## src/rtl/core/sca_pkg.sv

```systemverilog
`timescale 1ns / 1ps
// ----------------------------------------------------------------------------
// sca_pkg
// Shared types, codes and constants of the size-class handle allocator.
// ----------------------------------------------------------------------------
package sca_pkg;

  localparam int HANDLE_COUNT_DEF = 1024;
  localparam int SIZE_CLASSES_DEF = 16;
  localparam int HEADER_BYTES_DEF = 32;

  // Alignment is a power of two; sizes round up to a multiple of it.
  localparam int ALIGN_BYTES     = 8;
  localparam int MIN_CLASS_BYTES = 8;
  localparam int CACHE_MAX       = 2047;
  localparam int MEM_LIMIT_RST   = 1048576;

  localparam int HANDLE_W = 10;
  localparam int REQ_W    = 32;
  localparam int CLASS_W  = 5;
  localparam int CHARGE_W = 33;
  localparam int TOTAL_W  = 34;
  localparam int COUNT_W  = 11;
  localparam int CACHE_W  = 11;

  typedef enum logic [1:0] {
    OP_ALLOC   = 2'd0,
    OP_RELEASE = 2'd1,
    OP_QUERY   = 2'd2
  } op_t;

  typedef enum logic [2:0] {
    ST_OK         = 3'd0,
    ST_ZERO_SIZE  = 3'd1,
    ST_OVER_LIMIT = 3'd2,
    ST_NO_HANDLE  = 3'd3,
    ST_NOT_IN_USE = 3'd4
  } status_t;

  // Execution unit sequencing.
  typedef enum logic [1:0] {
    S_CLEAR = 2'd0,
    S_READ  = 2'd1,
    S_EXEC  = 2'd2
  } back_state_t;

  // Decoded request handed from the front end to the execution unit.
  typedef struct packed {
    logic [1:0]          op;
    logic [REQ_W-1:0]    req;
    logic [HANDLE_W-1:0] handle;
    logic                zero;
    logic [CLASS_W-1:0]  cls;
    logic [CHARGE_W-1:0] charge;
  } cmd_t;

  typedef struct packed {
    logic [CLASS_W-1:0]  cls;
    logic [CHARGE_W-1:0] charge;
  } rec_t;

endpackage

```

## src/rtl/core/sca_front.sv

```systemverilog
`timescale 1ns / 1ps
// ----------------------------------------------------------------------------
// sca_front
// Accepts requests, rounds the size and picks its class and charge.
// ----------------------------------------------------------------------------
module sca_front #(
  parameter int SIZE_CLASSES = sca_pkg::SIZE_CLASSES_DEF,
  parameter int HEADER_BYTES = sca_pkg::HEADER_BYTES_DEF
) (
  input  logic                         in_valid,
  input  logic [1:0]                   in_op,
  input  logic [sca_pkg::REQ_W-1:0]    in_req,
  input  logic [sca_pkg::HANDLE_W-1:0] in_handle,
  input  logic                         q_full,
  input  logic                         busy,
  output logic                         in_ready,
  output logic                         q_push,
  output sca_pkg::cmd_t                q_data
);

  localparam logic [sca_pkg::CHARGE_W-1:0] ALIGN_M1 =
    sca_pkg::CHARGE_W'(sca_pkg::ALIGN_BYTES - 1);

  logic [sca_pkg::CHARGE_W-1:0] rounded;
  logic [sca_pkg::CHARGE_W-1:0] chunk;
  logic [sca_pkg::CLASS_W-1:0]  cls;
  logic                         found;

  assign rounded = ({1'b0, in_req} + ALIGN_M1) & ~ALIGN_M1;

  always_comb begin
    found = 1'b0;
    cls   = sca_pkg::CLASS_W'(SIZE_CLASSES);
    chunk = '0;
    for (int i = 0; i < SIZE_CLASSES; i++) begin
      if (!found && (rounded <= (sca_pkg::CHARGE_W'(sca_pkg::MIN_CLASS_BYTES) << i))) begin
        found = 1'b1;
        cls   = sca_pkg::CLASS_W'(i);
        chunk = sca_pkg::CHARGE_W'(sca_pkg::MIN_CLASS_BYTES) << i;
      end
    end
  end

  assign in_ready = !q_full && !busy;
  assign q_push   = in_valid && in_ready;

  always_comb begin
    q_data        = '0;
    q_data.op     = in_op;
    q_data.req    = in_req;
    q_data.handle = in_handle;
    q_data.zero   = (in_req == '0);
    q_data.cls    = cls;
    q_data.charge = found ? (chunk + sca_pkg::CHARGE_W'(HEADER_BYTES)) : rounded;
  end

endmodule

```

## config.mk

```make
export PLATFORM = sky130hd
export DESIGN_NAME = sca_front
export DESIGN_NICKNAME = d
export VERILOG_FILES = /design/src/rtl/core/sca_pkg.sv /design/src/rtl/core/sca_front.sv
export SDC_FILE = /design/constraint.sdc
export NUM_CORES = 1
export LEC_CHECK = 0
export ABC_CLOCK_PERIOD_IN_PS = 4400
export BUFFER_PORTS_ARGS = -buffer_cell sky130_fd_sc_hd__buf_2
export CAP_MARGIN = 20
export CORE_UTILIZATION = 50
export DETAILED_ROUTE_END_ITERATION = 12
export PLACE_DENSITY = 0.93
export SYNTH_ARGS = -nofsm -noshare
export SYNTH_HDL_FRONTEND = slang
export SYNTH_SLANG_ARGS = --single-unit
```

## constraint.sdc

```tcl
create_clock -name vclk -period 4.4
set_input_delay 0 -clock vclk [all_inputs]
set_output_delay 0 -clock vclk [all_outputs]
set_load 0.03 [all_outputs]
```

==> parameters.txt <==
Parameter                              Value

Cells and area
  Fraction of final layout cells sized beyond drive strength 1 ... between 30% and 40%
  Non-filler cells, final ... between 400 and 500
  Ant. Diodes ... 0
  Layout Area Growth over Synthesis ... 6.71%
  CLK BUF ... 0
  Register area ... 0 um2
  Nets@finish ... 430
  Sequential cells ... 0
  Design area ... 0.00237 mm2
  Layout filler cell count ... between 400 and 500

Floorplan
  Horiz. Die Dim ... approximately 69 um
  Area of the core ... approximately 0.004 mm2
  Total die area ... around 0.0047 mm2
  Initial Util ... between 50 and 60%
  FP Rows ... 23
  Chip height ... about 69 um
  Boundary pin count ... about 130

Power
  Static Leak ... approximately 1.0 nW
  Max IR drop VDD ... 59.9 uV
  Power density of the placed cells ... roughly 94 mW/mm2

Detailed routing
  Antenna Nets Post-Route ... 0
  Detailed-route wire length ... around 6600 um
  DRC violation count after routing ... 0
  Vias after detailed routing ... between 2000 and 3000
  Via density ... approximately 6.2
  DR iter-0 viols ... approximately 290
  1st-pass router iterations ... 5
  Routed WL per cell ... about 15 um

Min path
  Hold Path Class ... input port to primary output
  Min-Delay Startpoint ... in_handle[1]

Critical path
  Data arrival time of the critical path ... around 3.3 ns
  Kind of critical path ... input port to primary output
  Req. time, crit path ... around 4.4 ns
  CP Launch Type ... input port
  Worst Path Max Fanout ... 11
  Crit end category ... primary output
  Beginning of the critical path ... in_req[4]

Synthesis
  Post-Synthesis Mean Instance Area ... ~6.6 um2
  Cell area after technology mapping ... approximately 0.0022 mm2
  Cells after synthesis ... 338
  Register area share after synthesis ... 0%
  Number of distinct library cell variants in the gate-level netlist after synthesis ... around 70
  Synthesis warning total ... 0

Placement
  Port-buffer cells ... around 110
  Post-DP HPWL ... between 5000 and 6000 um
  Placed cell count ... 430
  GPL Wtd Cong ... 0.967
  Post-Place Cell Area ... approximately 0.0024 mm2

CTS
  Post-CTS setup repair buffer count ... 0
  Hold buffer count at cts ... 0
  Post-CTS sizing ... 0

Global routing
  First-pass GRT wire length ... ~9500 um
  Initial antenna violation count ... 0
  Total overflow reported by the global router ... 0
  Aggregate global-route resource usage ... between 20% and 30%
  Vias in the first global route ... roughly 2100
  Pin count of the biggest net entering global routing ... 20

Timing
  Peak Freq ... 0.304 GHz
  Share of the clock period used by the worst path ... between 70 and 80%
  Final critical delay including setup and external delays ... approximately 3.3 ns
  Setup repair after global routing missed its margin ... false
  Least-Margin Pin Slew ... 0.759 ns
  Setup violations, final ... 0
  Number of pins exceeding their max-slew limit in the final report ... 0
  Headroom to the max-slew limit ... 49.4%
  Number of hold violations in the final report ... 0
  Accumulated negative setup slack ... 0 ns
  Worst hold slack across all endpoints ... roughly 0.000011 ns

Job
  Total of max-cap violations ... 0

Run status
  Outcome ... completed
## per-layer routing
metal / vias up / GRT usage, % / part of all wire (%)
li1: 1284 / - / -
met1: 1217 / 32.8 / 41
met2: 158 / 48.7 / 50
met3: 18 / 0.329 / 7.6
met4: 0 / 5.99 / 1.6
met5: - / 0 / 0
## worst max-delay path: stages
cell,delay (ns)
sky130_fd_sc_hd__buf_2,0.20
sky130_fd_sc_hd__o311ai_4,0.24
sky130_fd_sc_hd__nor4_2,0.53
sky130_fd_sc_hd__xor2_1,0.18
sky130_fd_sc_hd__or4_4,0.59
sky130_fd_sc_hd__a211oi_2,0.20
sky130_fd_sc_hd__nand4_2,0.22
sky130_fd_sc_hd__or2_1,0.31
sky130_fd_sc_hd__a21oi_1,0.20
sky130_fd_sc_hd__ha_1,0.20
sky130_fd_sc_hd__xnor2_1,0.07
sky130_fd_sc_hd__a21oi_1,0.13
sky130_fd_sc_hd__buf_2,0.20
## where the power goes
group | total, mW | switching (mW) | internal [mW]
Clock | 0 | 0 | 0
Combinational | 0.224 | 0.159 | 0.0650
Sequential | 0 | 0 | 0
## layout by cell type, fill, tap and decap left out, types with 3 or more instances in the layout
| cell | instances |
|---|---|
| sky130_fd_sc_hd__buf_2 | 105 |
| sky130_fd_sc_hd__nor4_1 | 4 |
| sky130_fd_sc_hd__nand2_1 | 36 |
| sky130_fd_sc_hd__or4_1 | 6 |
| sky130_fd_sc_hd__xnor2_1 | 19 |
| sky130_fd_sc_hd__o31ai_1 | 5 |
| sky130_fd_sc_hd__nor4_2 | 3 |
| sky130_fd_sc_hd__nor3_1 | 10 |
| sky130_fd_sc_hd__a211o_1 | 4 |
| sky130_fd_sc_hd__nor2_1 | 27 |
| sky130_fd_sc_hd__or3_1 | 6 |
| sky130_fd_sc_hd__and3_1 | 14 |
| sky130_fd_sc_hd__a21oi_1 | 8 |
| sky130_fd_sc_hd__o21ai_0 | 12 |
| sky130_fd_sc_hd__nand2b_1 | 4 |
| sky130_fd_sc_hd__xor2_1 | 7 |
| sky130_fd_sc_hd__nand4_1 | 11 |
| sky130_fd_sc_hd__nand3_1 | 18 |
| sky130_fd_sc_hd__conb_1 | 3 |
| sky130_fd_sc_hd__o211ai_1 | 4 |
| sky130_fd_sc_hd__a21o_1 | 4 |
| sky130_fd_sc_hd__and2_1 | 4 |
| sky130_fd_sc_hd__inv_1 | 6 |
| sky130_fd_sc_hd__o21ai_1 | 4 |
| sky130_fd_sc_hd__or2_2 | 5 |
## Yosys cell counts (all sizes together), types with 4 or more instances
cell    count  area, um2
a211o       4       35.0
or4         7       56.3
and3       14       87.6
o31ai       6       50.1
nand4      13        103
or3         6       37.5
o21ai      16       80.1
and2        5       31.3
nor4        8       83.8
o211ai      4       30.0
inv         7       26.3
nor3       13       86.3
nand2      36        135
nor2       28        113
a21oi       9       48.8
or2         6       37.5
nand2b      4       25.0
xnor2      19        166
a21o        4       30.0
buf        59        424
xor2        7       61.3
nand3      19        100
clkbuf      6       22.5
## worst paths after layout
check	end	cells past startpoint
worst max-delay path	q_data[7]	13
worst min-delay path	q_data[40]	0
## through the flow
stage	worst slack (ns)	util (%)	power, mW
floorplan	1.34	-	0.197
global placement	1.29	57.5	0.218
detailed placement	1.15	57.5	0.222
CTS	1.13	57.5	0.222
global route	0.878	57.5	0.239
finish	1.11	57.5	0.224
## cells by family (layout without fill, tap and decap cells)
family / after synthesis / in the layout / synth area share [%]
adders and majority gates: 1 / 1 / 0.564
buffers and inverters: 72 / 112 / 21.3
muxes: 2 / 2 / 0.902
xor gates and xnor gates: 26 / 26 / 10.3
AOI/OAI and AO/OA: 68 / 68 / 23.1
other: 1 / 3 / 0.169
and+or+nand+nor: 168 / 168 / 43.7
## area by class of cell
| type | count | area (um2) | area share (%) |
|---|---|---|---|
| inverter | 7 | 26.3 | 1.11 |
| multi-input combinational | 268 | 1750 | 74.0 |
| tap | 50 | 62.6 | 2.64 |
| timing repair buffer | 105 | 526 | 22.2 |
No activity file was read; power rests on OpenSTA's default activity.
