File: src/rtl/core/sca_pkg.sv
`timescale 1ns / 1ps
// ----------------------------------------------------------------------------
// sca_pkg
// Shared types, codes and constants of the size-class handle allocator.
// ----------------------------------------------------------------------------
package sca_pkg;

  localparam int HANDLE_COUNT_DEF = 1024;
  localparam int SIZE_CLASSES_DEF = 16;
  localparam int HEADER_BYTES_DEF = 32;

  // Alignment is a power of two; sizes round up to a multiple of it.
  localparam int ALIGN_BYTES     = 8;
  localparam int MIN_CLASS_BYTES = 8;
  localparam int CACHE_MAX       = 2047;
  localparam int MEM_LIMIT_RST   = 1048576;

  localparam int HANDLE_W = 10;
  localparam int REQ_W    = 32;
  localparam int CLASS_W  = 5;
  localparam int CHARGE_W = 33;
  localparam int TOTAL_W  = 34;
  localparam int COUNT_W  = 11;
  localparam int CACHE_W  = 11;

  typedef enum logic [1:0] {
    OP_ALLOC   = 2'd0,
    OP_RELEASE = 2'd1,
    OP_QUERY   = 2'd2
  } op_t;

  typedef enum logic [2:0] {
    ST_OK         = 3'd0,
    ST_ZERO_SIZE  = 3'd1,
    ST_OVER_LIMIT = 3'd2,
    ST_NO_HANDLE  = 3'd3,
    ST_NOT_IN_USE = 3'd4
  } status_t;

  // Execution unit sequencing.
  typedef enum logic [1:0] {
    S_CLEAR = 2'd0,
    S_READ  = 2'd1,
    S_EXEC  = 2'd2
  } back_state_t;

  // Decoded request handed from the front end to the execution unit.
  typedef struct packed {
    logic [1:0]          op;
    logic [REQ_W-1:0]    req;
    logic [HANDLE_W-1:0] handle;
    logic                zero;
    logic [CLASS_W-1:0]  cls;
    logic [CHARGE_W-1:0] charge;
  } cmd_t;

  typedef struct packed {
    logic [CLASS_W-1:0]  cls;
    logic [CHARGE_W-1:0] charge;
  } rec_t;

endpackage

File: src/rtl/core/sca_queue.sv
`timescale 1ns / 1ps
// ----------------------------------------------------------------------------
// sca_queue
// Two-entry queue of decoded requests between front end and execution unit.
// ----------------------------------------------------------------------------
module sca_queue (
  input  logic          clk,
  input  logic          rst_n,
  input  logic          push,
  input  sca_pkg::cmd_t push_data,
  input  logic          pop,
  output logic          full,
  output logic          not_empty,
  output sca_pkg::cmd_t head
);

  sca_pkg::cmd_t slot_r [2];
  logic       wr_ptr_r, wr_ptr_nxt;
  logic       rd_ptr_r, rd_ptr_nxt;
  logic [1:0] count_r, count_nxt;

  assign full      = (count_r == 2'd2);
  assign not_empty = (count_r != 2'd0);
  assign head      = slot_r[rd_ptr_r];

  always_comb begin
    wr_ptr_nxt = wr_ptr_r ^ push;
    rd_ptr_nxt = rd_ptr_r ^ pop;
    count_nxt  = count_r + {1'b0, push} - {1'b0, pop};
  end

  always_ff @(posedge clk) begin
    if (!rst_n) begin
      wr_ptr_r <= 1'b0;
      rd_ptr_r <= 1'b0;
      count_r  <= 2'd0;
    end else begin
      wr_ptr_r <= wr_ptr_nxt;
      rd_ptr_r <= rd_ptr_nxt;
      count_r  <= count_nxt;
    end
  end

  always_ff @(posedge clk) begin
    if (push) begin
      slot_r[wr_ptr_r] <= push_data;
    end
  end

endmodule

File: config.mk
export PLATFORM = sky130hd
export DESIGN_NAME = sca_queue
export DESIGN_NICKNAME = d
export VERILOG_FILES = /design/src/rtl/core/sca_pkg.sv /design/src/rtl/core/sca_queue.sv
export SDC_FILE = /design/constraint.sdc
export NUM_CORES = 1
export LEC_CHECK = 0
export ABC_AREA = 1
export ABC_CLOCK_PERIOD_IN_PS = 3800
export BUFFER_PORTS_ARGS = -buffer_cell sky130_fd_sc_hd__buf_2
export CAP_MARGIN = 20
export CORE_MARGIN = 2
export CORE_UTILIZATION = 51
export DETAILED_ROUTE_END_ITERATION = 7
export GPL_TIMING_DRIVEN = 0
export PLACE_DENSITY = 0.77
export REMOVE_ABC_BUFFERS = 1
export SLEW_MARGIN = 20
export SYNTH_ARGS = -nofsm -noshare
export SYNTH_HDL_FRONTEND = slang
export SYNTH_SLANG_ARGS = --single-unit
File: constraint.sdc
create_clock -name clk -period 3.8 [get_ports clk]
set_input_delay 0.76 -clock clk [delete_from_list [all_inputs] [get_ports clk]]
set_output_delay 0.76 -clock clk [all_outputs]
set_load 0.01 [all_outputs]
==> reports/metrics.sh, run 1 <==
GRT_USE_TOTAL_PCT=16.2
GRT_START_MAX_NET_PINS=49
TOTAL_WIRE_LENGTH_UM=10800
FIN_SKEW_NS=0.00495
PLACEMENTROWS=41
SYN_INST=287
FINAL_CELL_MIX='sky130_fd_sc_hd__buf_2 (171), sky130_fd_sc_hd__edfxtp_1 (166), sky130_fd_sc_hd__mux2_4 (70)'
NUMBER_OF_FILL_CELLS_IN_THE_LAYOUT=900
GRT_SETUP_UNREPAIRED='no'
CTS_BUFFERS=17
FINAL_HOLD_VIOL_COUNT=0
TIMING.CRITICAL_PATH.TO_TYPE='output pin'
TIMING.FINAL.CRIT_SHARE_PCT=71.2
CTS_ROOT_BUFFER='sky130_fd_sc_hd__clkbuf_16'
ROUTE.DETAILED.DRC=0
SETUP_VIOL=0
GRT_ANTENNA_BEFORE_REPAIR=1
POST-LAYOUT-TOTAL-POWER_mW=4.44
CLK_PIN_SLEW_WORST_PATHS_NS=0.06
MAX_TRANSITION_MARGIN_PCT=62.5
GRT_PASS1_VIAS=3380
CTS.REPAIR.RESIZED=0
WORST_IR_DROP_VDD_uV=412
YOSYS_WARNINGS=0
FIRST_PASS_ITERS=4
IO-PIN-COUNT=172
CLOCK_INSERTION_DELAY_WORST_SKEW_NS=0.41
POST_SYN_AREA_PER_CELL_UM2=22.9
FIN_WORST_HOLD_SLACK_NS=0.519
FP.DIEAREA_UM2=13800
DRT_ITER0_DRC=180
HP-CLASS='register to register'
IO_BUFFERS=171
DRV_CAP=0
FIN_WS_NS=1.09
SYNTH_AREA_UM2=6570
DRIVE_ABOVE_1_SHARE_PCT=59.6
SYNTH_SEQUENTIAL_AREA_RATIO_PCT=77.4
TIGHTEST_SLEW_NS=0.562
DRT-VIAS-PER-INSTANCE=4.82
CTS-ROOT-TO-SINK-BUFFERS=2
GRT_PASS1_WL_UM=16900
TOTAL_NUMBER_OF_VIAS=3170
DETAILEDPLACEMENTHPWL_UM=6980
GPL.FINAL_WEIGHTED_CONGESTION=0.669
CP_MAX_FO=31
POWER_DENSITY_nW_PER_UM2=542
CTSHTREEMAXLEVEL=4
WIRE_PER_INST_UM=16.4
OUTCOME='finished clean'
FINAL_PERIOD_MINUS_WORST_SETUP_SLACK_NS=2.71
ACHIEVABLE-FREQUENCY_GHz=0.370
CTS-HOLD-FIX-BUFFERS=0
DETAIL-ROUTE-ANTENNA-NETS=0
POSTCTSSETUPREPAIRBUFS=0
CRITPATHLAUNCHTYPE='register'
PLACE_WORST_SETUP_SLACK_NS=1.51
FINAL_MAX_SLEW_VIOLS=0
DIE_H_UM=118
SYNTH.FF_LATCH_COUNT=171
CTS_TREE='yes'
PATH_CLASS='register to output pin'
CP_DATA_ARRIVAL_TIME_NS=1.95
DIE_WIDTH_UM=118
POWER_LEAKAGE_nW=3.25
INITIAL_UTILIZATION_PCT=52.1
WORSTREG2REGSTART='wr_ptr_r'
FLOORPLAN.CORE_AREA_UM2=12600
SYNTH.DISTINCT_CELLS=14
TIMING.HOLD.WORST.START='rd_ptr_r'
FLOW.AREA_GROWTH_FROM_SYNTHESIS_PCT=24.7
LEADING_CELL_TYPE_IN_THE_LAYOUT_FILL_AND_TAPS_EXCLUDED='sky130_fd_sc_hd__buf_2'
REQUIRED_NS=3.04
GLOBAL_ROUTE.OVERFLOW_TOTAL=0
CLKSINKCOUNT=171
FINAL_NET_COUNT=563
[critical path, cell delays in order (launching register included)]
cell	delay [ns]
sky130_fd_sc_hd__dfxtp_4	0.67
sky130_fd_sc_hd__buf_12	0.31
sky130_fd_sc_hd__mux2_2	0.37
sky130_fd_sc_hd__buf_2	0.14
[power breakdown]
part / internal, mW / switching (mW) / total (mW)
clock: 1.02 / 0.660 / 1.69
sequential: 2.20 / 0.0431 / 2.24
combinational: 0.271 / 0.242 / 0.513
total: 3.50 / 0.945 / 4.44
[synthesized netlist by cell type]
cell type	count	area share (%)
sky130_fd_sc_hd__edfxtp_1	166	76
sky130_fd_sc_hd__mux2_4	70	16
sky130_fd_sc_hd__mux2_2	13	2.2
sky130_fd_sc_hd__buf_12	7	2.1
sky130_fd_sc_hd__inv_1	7	0.40
sky130_fd_sc_hd__dfxtp_1	5	1.5
sky130_fd_sc_hd__nand2_1	5	0.29
sky130_fd_sc_hd__nor2_1	5	0.29
sky130_fd_sc_hd__ha_1	4	0.76
sky130_fd_sc_hd__a21oi_1	1	0.076
sky130_fd_sc_hd__buf_2	1	0.076
sky130_fd_sc_hd__buf_6	1	0.17
sky130_fd_sc_hd__nand3_1	1	0.076
sky130_fd_sc_hd__xnor2_1	1	0.13
[cells by family (layout without fill, tap and decap cells)]
logic type | Yosys count | count (layout) | synth area share [%]
AOI/OAI and AO/OA | 1 | 1 | 0.0761
other | 0 | 1 | 0
adders and majority gates | 4 | 4 | 0.762
and+or+nand+nor | 11 | 11 | 0.647
xor gates and xnor gates | 1 | 1 | 0.133
DFF | 171 | 171 | 77.4
muxes | 83 | 83 | 18.2
buffers and inverters | 16 | 214 | 2.78
[area by class of cell]
type	instances	area, um^2	area share, %
antenna	1	2.50	0.0305
clock buffer	19	433	5.28
clock inverter	13	151	1.85
inverter	7	26.3	0.321
multi-input combinational	100	1330	16.2
sequential	171	5090	62.1
tap	172	215	2.63
timing repair buffer	175	951	11.6
[state kept, by name, summed over array words and instances (netlist names), named ones only]
name	cells
count_r	2
rd_ptr_r	1
slot_r	166
wr_ptr_r	1
[through the flow]
stage	utilization, %	TNS [ns]	cell area (um^2)	cells
2_1_floorplan	-	-39.87	6410	278
3_3_place_gp	59.3	-223.73	7490	621
3_5_place_dp	60.3	0	7610	625
4_1_cts	64.9	0	8190	657
5_1_grt	64.9	0	8190	657
6_report	65.0	0	8200	658
[metal layers]
metal | vias to the layer above | track usage (%) | part of all wire (%)
met1 | 1539 | 19.0 | 40
li1 | 1496 | - | -
met5 | - | 0 | 0
met4 | 0 | 6.78 | 1.3
met2 | 123 | 26.6 | 50
met3 | 12 | 6.35 | 8.4
[worst paths after layout]
| path | slack, ns | endpoint | depth (start not counted) |
|---|---|---|---|
| hold reg to reg | 0.52 | rd_ptr_r | 2 |
| hold / removal | 0.52 | rd_ptr_r | 2 |
| setup reg to reg | 2.22 | slot_r[0][62] | 3 |
| setup / recovery | 1.09 | head[82] | 3 |
Note: power is estimated with default switching activity, not from simulation.
==> inputs of run 2 (changes only) <==
--- a/config.mk
+++ b/config.mk
@@ -5,8 +5,8 @@
 export SDC_FILE = /design/constraint.sdc
 export NUM_CORES = 1
 export LEC_CHECK = 0
-export ABC_AREA = 1
-export ABC_CLOCK_PERIOD_IN_PS = 3800
+export ABC_AREA = 0
+export ABC_CLOCK_PERIOD_IN_PS = 2500
 export BUFFER_PORTS_ARGS = -buffer_cell sky130_fd_sc_hd__buf_2
 export CAP_MARGIN = 20
 export CORE_MARGIN = 2
==> constraint.sdc (replaced) <==
create_clock -name clk -period 2.5 [get_ports clk]
set_input_delay 0.5 -clock clk [delete_from_list [all_inputs] [get_ports clk]]
set_output_delay 0.5 -clock clk [all_outputs]
set_load 0.01 [all_outputs]
==> reports/metrics.sh, run 2 <==
GLOBALROUTEMET2UTIL_PCT=28.8
CP_MAX_FO=38
REGISTERS.TOP_BY_FF_COUNT='slot_r'
CTS-HOLD-FIX-BUFFERS=0
CTS-ROOT-TO-SINK-BUFFERS=2
REGTOREGSETUPSLACK_NS=0.92
FLOORPLAN.CORE_AREA_UM2=12600
FINAL_PERIOD_MINUS_WORST_SETUP_SLACK_NS=2.36
SYNTH-ADDER-AREA-SHARE_PCT=0.761
CTSHTREEMAXLEVEL=4
TIMING.CRITICAL_PATH.TO_TYPE='output pin'
GRT_START_MAX_NET_PINS=50
FINAL_MAX_SLEW_VIOLS=0
DIODES=0
CP_DATA_ARRIVAL_TIME_NS=1.86
SYNTH.DISTINCT_CELLS=14
POWER_LEAKAGE_nW=3.26
DRIVE_ABOVE_1_SHARE_PCT=61.4
GRT_PASS1_VIAS=3415
SYNTH_TOP_FAMILY_BY_AREA='multiplexers'
DP_CELLS=617
WORST_IR_DROP_VDD_uV=582
POST_SYNTH_ARST_SHARE_PCT=0
OUTCOME='finished clean'
CRITPATHSLOWESTCELL='sky130_fd_sc_hd__dfxtp_4'
POWER_DENSITY_nW_PER_UM2=840
TIMING.FINAL.CRIT_SHARE_PCT=94.5
INSTANCES_NO_FILL=649
SYNTH.LARGEST_AREA_CELL='sky130_fd_sc_hd__edfxtp_1'
DIE_WIDTH_UM=118
FINAL_CELL_MIX='sky130_fd_sc_hd__buf_2 (171), sky130_fd_sc_hd__edfxtp_1 (166), sky130_fd_sc_hd__mux2_4 (70)'
SYNTH.FF_LATCH_COUNT=171
CRIT_FAMILY='flip-flops'
POST_SYN_AREA_PER_CELL_UM2=23.6
GRT_SETUP_UNREPAIRED='no'
MAX_TRANSITION_MARGIN_PCT=64.2
SYNTHTOPCELLSBYCOUNT='sky130_fd_sc_hd__edfxtp_1 (166), sky130_fd_sc_hd__mux2_4 (70), sky130_fd_sc_hd__mux2_2 (13), sky130_fd_sc_hd__buf_12 (7), sky130_fd_sc_hd__dfxtp_1 (5)'
FIN_SKEW_NS=0.00747
SYNTH_ENABLE_FLOP_CELLS=166
SETUP_VIOL=0
TOTAL_NUMBER_OF_VIAS=3107
YOSYS.CELL_COUNT.TOP_TYPE='sky130_fd_sc_hd__edfxtp_1'
TOTAL_WIRE_LENGTH_UM=10800
IO-PIN-COUNT=172
SYNTH_AREA_UM2=6580
FINALCOREUTILIZATION_PCT=65.3
SYNTH_SEQUENTIAL_AREA_RATIO_PCT=77.3
POST-LAYOUT-TOTAL-POWER_mW=6.93
LEADING_CELL_TYPE_IN_THE_LAYOUT_FILL_AND_TAPS_EXCLUDED='sky130_fd_sc_hd__buf_2'
GRT_ANTENNA_BEFORE_REPAIR=0
CRIT_CHAIN='buf_16 > mux2_2 > buf_2'
DETAIL-ROUTE-ANTENNA-NETS=0
PLACEMENTROWS=41
ACHIEVABLE-FREQUENCY_GHz=0.423
LAYOUT_TOP_REGISTERS='slot_r x166, count_r x2'
DRV_CAP=0
CLKSINKCOUNT=171
PLACE_WORST_SETUP_SLACK_NS=0.539
FIRST_PASS_ITERS=4
IO_BUFFERS=171
MET1_USAGE_PCT=18.8
SYNTH_SIMPLE_GATE_AREA_SHARE_PCT=0.666
CRIT_BUF_INV=2
DPL-INSTANCE-AREA_UM2=7620
GLOBAL_ROUTE.PEAK_USAGE_LAYER='met2'
DETAILEDPLACEMENTHPWL_UM=7100
FLOW.AREA_GROWTH_FROM_SYNTHESIS_PCT=25.4
POSTSYNTH.TOPFLOPCELL='sky130_fd_sc_hd__edfxtp_1'
ROUTE.DETAILED.DRC=0
GPL.FINAL_WEIGHTED_CONGESTION=0.665
CTS_BUFFERS=17
CTS_TREE='yes'
PATH_CLASS='register to output pin'
DIE_H_UM=118
FINAL_NET_COUNT=555
GRT_PASS1_WL_UM=17300
LARGEST_REG_FLOPS=166
USE_MET3_PCT=6.01
GLOBAL_ROUTE.OVERFLOW_TOTAL=0
FIN_WS_NS=0.138
DRT_ITER0_DRC=152
GRT_USE_TOTAL_PCT=16.6
POST_ROUTE_CELL_AREA_UM2=8250
SYNTH_COMPOUND_GATE_AREA_SHARE_PCT=0
SYNTH.AREA.MUX_SHARE_PCT=18.2
POSTCTSSETUPREPAIRBUFS=0
HP-CLASS='input port to register'
CLK_PIN_SLEW_WORST_PATHS_NS=0.07
CTS_ROOT_BUFFER='sky130_fd_sc_hd__clkbuf_16'
CRITPATHLAUNCHTYPE='register'
FRACTION_OF_SYNTHESIZED_CELL_AREA_IN_XOR_AND_XNOR_CELLS_PCT=0.476
TIGHTEST_SLEW_NS=0.536
YS_TOP_CELLS_BY_AREA='sky130_fd_sc_hd__edfxtp_1 (76%), sky130_fd_sc_hd__mux2_4 (16%), sky130_fd_sc_hd__mux2_2 (2.2%), sky130_fd_sc_hd__buf_12 (2.1%), sky130_fd_sc_hd__dfxtp_1 (1.5%)'
FP.DIEAREA_UM2=13800
SYNTHDOMINANTCELLAREASHARE_PCT=75.8
YOSYS_WARNINGS=0
INITIAL_UTILIZATION_PCT=52.1
REQUIRED_NS=2.00
CLOCK_INSERTION_DELAY_WORST_SKEW_NS=0.42
FINAL_HOLD_VIOL_COUNT=0
CRIT_PATH_MAX_INCR_DELAY_NS=0.60
SYN_INST=279
DRT-VIAS-PER-INSTANCE=4.79
CTS.REPAIR.RESIZED=0
WIRE_PER_INST_UM=16.7
-- run 2: worst register-to-register path, cell delays in order, from the launching register on --
cell                      delay, ns
sky130_fd_sc_hd__dfxtp_1       0.33
sky130_fd_sc_hd__inv_1         0.10
sky130_fd_sc_hd__ha_4          0.49
sky130_fd_sc_hd__buf_16        0.31
-- run 2: power breakdown --
| group | switching, mW | leakage [nW] | internal [mW] |
|---|---|---|---|
| clock | 1.04 | 0.293 | 1.68 |
| combinational | 0.369 | 1.37 | 0.432 |
| sequential | 0.0639 | 1.60 | 3.35 |
| total | 1.47 | 3.26 | 5.45 |
-- run 2: logic make-up after synthesis --
logic type,Yosys count
DFF,171
muxes,83
buffers and inverters,12
and+or+nand+nor,7
adders and majority gates,4
xor gates and xnor gates,2
-- run 2: cell type report --
| type | instances | area, um^2 |
|---|---|---|
| flip-flops and latches | 171 | 5090 |
| fillers | 888 | 4370 |
| multi-input cells | 96 | 1350 |
| repair buffers | 175 | 958 |
| clock buffers | 18 | 429 |
| well taps | 172 | 215 |
| clock inverters | 14 | 195 |
| inverters | 3 | 11.3 |
-- run 2: final timing paths --
check,startpoint,endpoint,cells past startpoint
setup reg to reg,wr_ptr_r,slot_r[0][24],3
setup / recovery,register,head[9],3
hold / removal,push_data[9],slot_r[0][9],1
hold reg to reg,rd_ptr_r,register,2
-- run 2: stage by stage --
stage / hold slack (ns) / setup TNS (ns)
6_report: 0.269 / 0
5_1_grt: 0.248 / 0
4_1_cts: 0.248 / 0
3_5_place_dp: 0.581 / 0
3_3_place_gp: 0.530 / -466.80
2_1_floorplan: 0.521 / -198.27
-- run 2: routing by layer --
layer  vias up  wire length, um
met3        14              722
met1      1507             4260
met2       111             5670
met4         0              165
met5         -                0
li1       1475                -
==> inputs of run 3 (changes only) <==
--- a/config.mk
+++ b/config.mk
@@ -10,10 +10,9 @@
 export BUFFER_PORTS_ARGS = -buffer_cell sky130_fd_sc_hd__buf_2
 export CAP_MARGIN = 20
 export CORE_MARGIN = 2
-export CORE_UTILIZATION = 51
+export CORE_UTILIZATION = 32
 export DETAILED_ROUTE_END_ITERATION = 7
 export GPL_TIMING_DRIVEN = 0
-export PLACE_DENSITY = 0.77
 export REMOVE_ABC_BUFFERS = 1
 export SLEW_MARGIN = 20
 export SYNTH_ARGS = -nofsm -noshare
==> reports/metrics.sh, run 3 (synthesized netlist as in run 2, its figures left out) <==
LARGEST_REG_FLOPS=166
WIRE_PER_INST_UM=15.7
GRT_START_MAX_NET_PINS=49
NUMBER_OF_FILL_CELLS_IN_THE_LAYOUT=1878
CRIT_PATH_MAX_INCR_DELAY_NS=0.57
POWER_DENSITY_nW_PER_UM2=822
CRIT_CHAIN='buf_16 > mux2_2 > buf_2'
LAYOUT_TOP_REGISTERS='slot_r x166, count_r x2'
GPL.FINAL_WEIGHTED_CONGESTION=0.665
GRT_USE_TOTAL_PCT=11.3
CTS_BUFFERS=17
FINAL_NET_COUNT=555
DRIVE_ABOVE_1_SHARE_PCT=61.2
CTS_ROOT_BUFFER='sky130_fd_sc_hd__clkbuf_16'
WORST_IR_DROP_VDD_uV=432
CTSHTREEMAXLEVEL=4
REQUIRED_NS=2.00
CP_MAX_FO=40
DRV_CAP=0
CRITPATHSLOWESTCELL='sky130_fd_sc_hd__dfxtp_4'
FLOW.AREA_GROWTH_FROM_SYNTHESIS_PCT=26.8
CLKSINKCOUNT=171
OUTCOME='finished clean'
DIODES=0
POSTCTSSETUPREPAIRBUFS=0
INITIAL_UTILIZATION_PCT=32.6
FINAL_MAX_SLEW_VIOLS=0
ROUTE.DETAILED.DRC=0
TIMING.CRITICAL_PATH.TO_TYPE='output pin'
LEADING_CELL_TYPE_IN_THE_LAYOUT_FILL_AND_TAPS_EXCLUDED='sky130_fd_sc_hd__buf_2'
FINAL_HOLD_VIOL_COUNT=0
CRIT_BUF_INV=2
DRT_ITER0_DRC=104
GRT_SETUP_UNREPAIRED='no'
GRT_ANTENNA_BEFORE_REPAIR=0
TIMING.FINAL.CRIT_SHARE_PCT=94.1
DIE_H_UM=147
TOTAL_WIRE_LENGTH_UM=11800
FLOORPLAN.CORE_AREA_UM2=20200
DIE_WIDTH_UM=147
FINAL_CELL_MIX='sky130_fd_sc_hd__buf_2 (171), sky130_fd_sc_hd__edfxtp_1 (166), sky130_fd_sc_hd__mux2_4 (70)'
DETAIL-ROUTE-ANTENNA-NETS=0
FP.DIEAREA_UM2=21700
FIN_WS_NS=0.147
PATH_CLASS='register to output pin'
TIGHTEST_SLEW_NS=0.642
CRITPATHLAUNCHTYPE='register'
DRT-VIAS-PER-INSTANCE=4.25
CTS_TREE='yes'
CTS-ROOT-TO-SINK-BUFFERS=2
POST-LAYOUT-TOTAL-POWER_mW=6.85
ACHIEVABLE-FREQUENCY_GHz=0.425
CP_DATA_ARRIVAL_TIME_NS=1.85
GLOBAL_ROUTE.OVERFLOW_TOTAL=0
FIRST_PASS_ITERS=4
SETUP_VIOL=0
CTS-HOLD-FIX-BUFFERS=0
CLOCK_INSERTION_DELAY_WORST_SKEW_NS=0.42
PLACE_WORST_SETUP_SLACK_NS=0.539
MAX_TRANSITION_MARGIN_PCT=57.2
IO_BUFFERS=171
FINAL_PERIOD_MINUS_WORST_SETUP_SLACK_NS=2.35
POWER_LEAKAGE_nW=3.26
GRT_PASS1_VIAS=3633
REGISTERS.TOP_BY_FF_COUNT='slot_r'
DETAILEDPLACEMENTHPWL_UM=7950
IO-PIN-COUNT=172
HP-CLASS='input port to register'
TOTAL_NUMBER_OF_VIAS=3176
PLACEMENTROWS=52
CTS.REPAIR.RESIZED=0
FIN_SKEW_NS=0.00777
CLK_PIN_SLEW_WORST_PATHS_NS=0.07
GRT_PASS1_WL_UM=18800
CRIT_FAMILY='flip-flops'
FIN_WORST_HOLD_SLACK_NS=0.260
[run 3: layer usage]
layer | vias up | track usage [%] | routed length (um) | share of wire [%]
met3 | 19 | 4.13 | 819 | 7.0
met1 | 1573 | 12.8 | 4680 | 40
met2 | 112 | 19.4 | 6030 | 51
met4 | 0 | 4.95 | 243 | 2.1
li1 | 1472 | - | - | -
met5 | - | 0 | 0 | 0
[run 3: final cells by class]
cell class	instances	area, um^2	area share [%]
timing repair buffer	175	958	11.5
inverter	3	11.3	0.135
clock buffer	19	433	5.19
tap	270	338	4.05
sequential	171	5090	61.0
multi-input combinational	96	1350	16.2
clock inverter	13	160	1.92
[run 3: worst register-to-register path, cell delays in order (launching register included)]
cell and delay [ns]:
sky130_fd_sc_hd__dfxtp_1 0.33, sky130_fd_sc_hd__inv_1 0.09, sky130_fd_sc_hd__ha_4 0.55, sky130_fd_sc_hd__buf_16 0.33
[run 3: through the flow]
step | std cells | util (%) | TNS, ns | instance area [um^2]
2_1_floorplan | 270 | - | -198.27 | 6420
3_3_place_gp | 711 | 37.7 | -507.58 | 7610
3_5_place_dp | 715 | 38.4 | 0 | 7740
4_1_cts | 747 | 41.3 | 0 | 8340
5_1_grt | 747 | 41.3 | 0 | 8340
6_report | 747 | 41.3 | 0 | 8340
[run 3: final timing paths]
| check | from | endpoint | slack (ns) | cells past startpoint |
|---|---|---|---|---|
| setup / recovery | register | head[2] | 0.15 | 3 |
| hold / removal | push_data[2] | slot_r[0][2] | 0.26 | 1 |
| setup reg to reg | wr_ptr_r | slot_r[0][52] | 0.88 | 3 |
| hold reg to reg | rd_ptr_r | register | 0.59 | 2 |
[run 3: report_power, final]
group	switching, mW	total [mW]	internal [mW]
clock network	1.13	2.64	1.51
logic	0.377	0.808	0.432
registers	0.0617	3.41	3.34
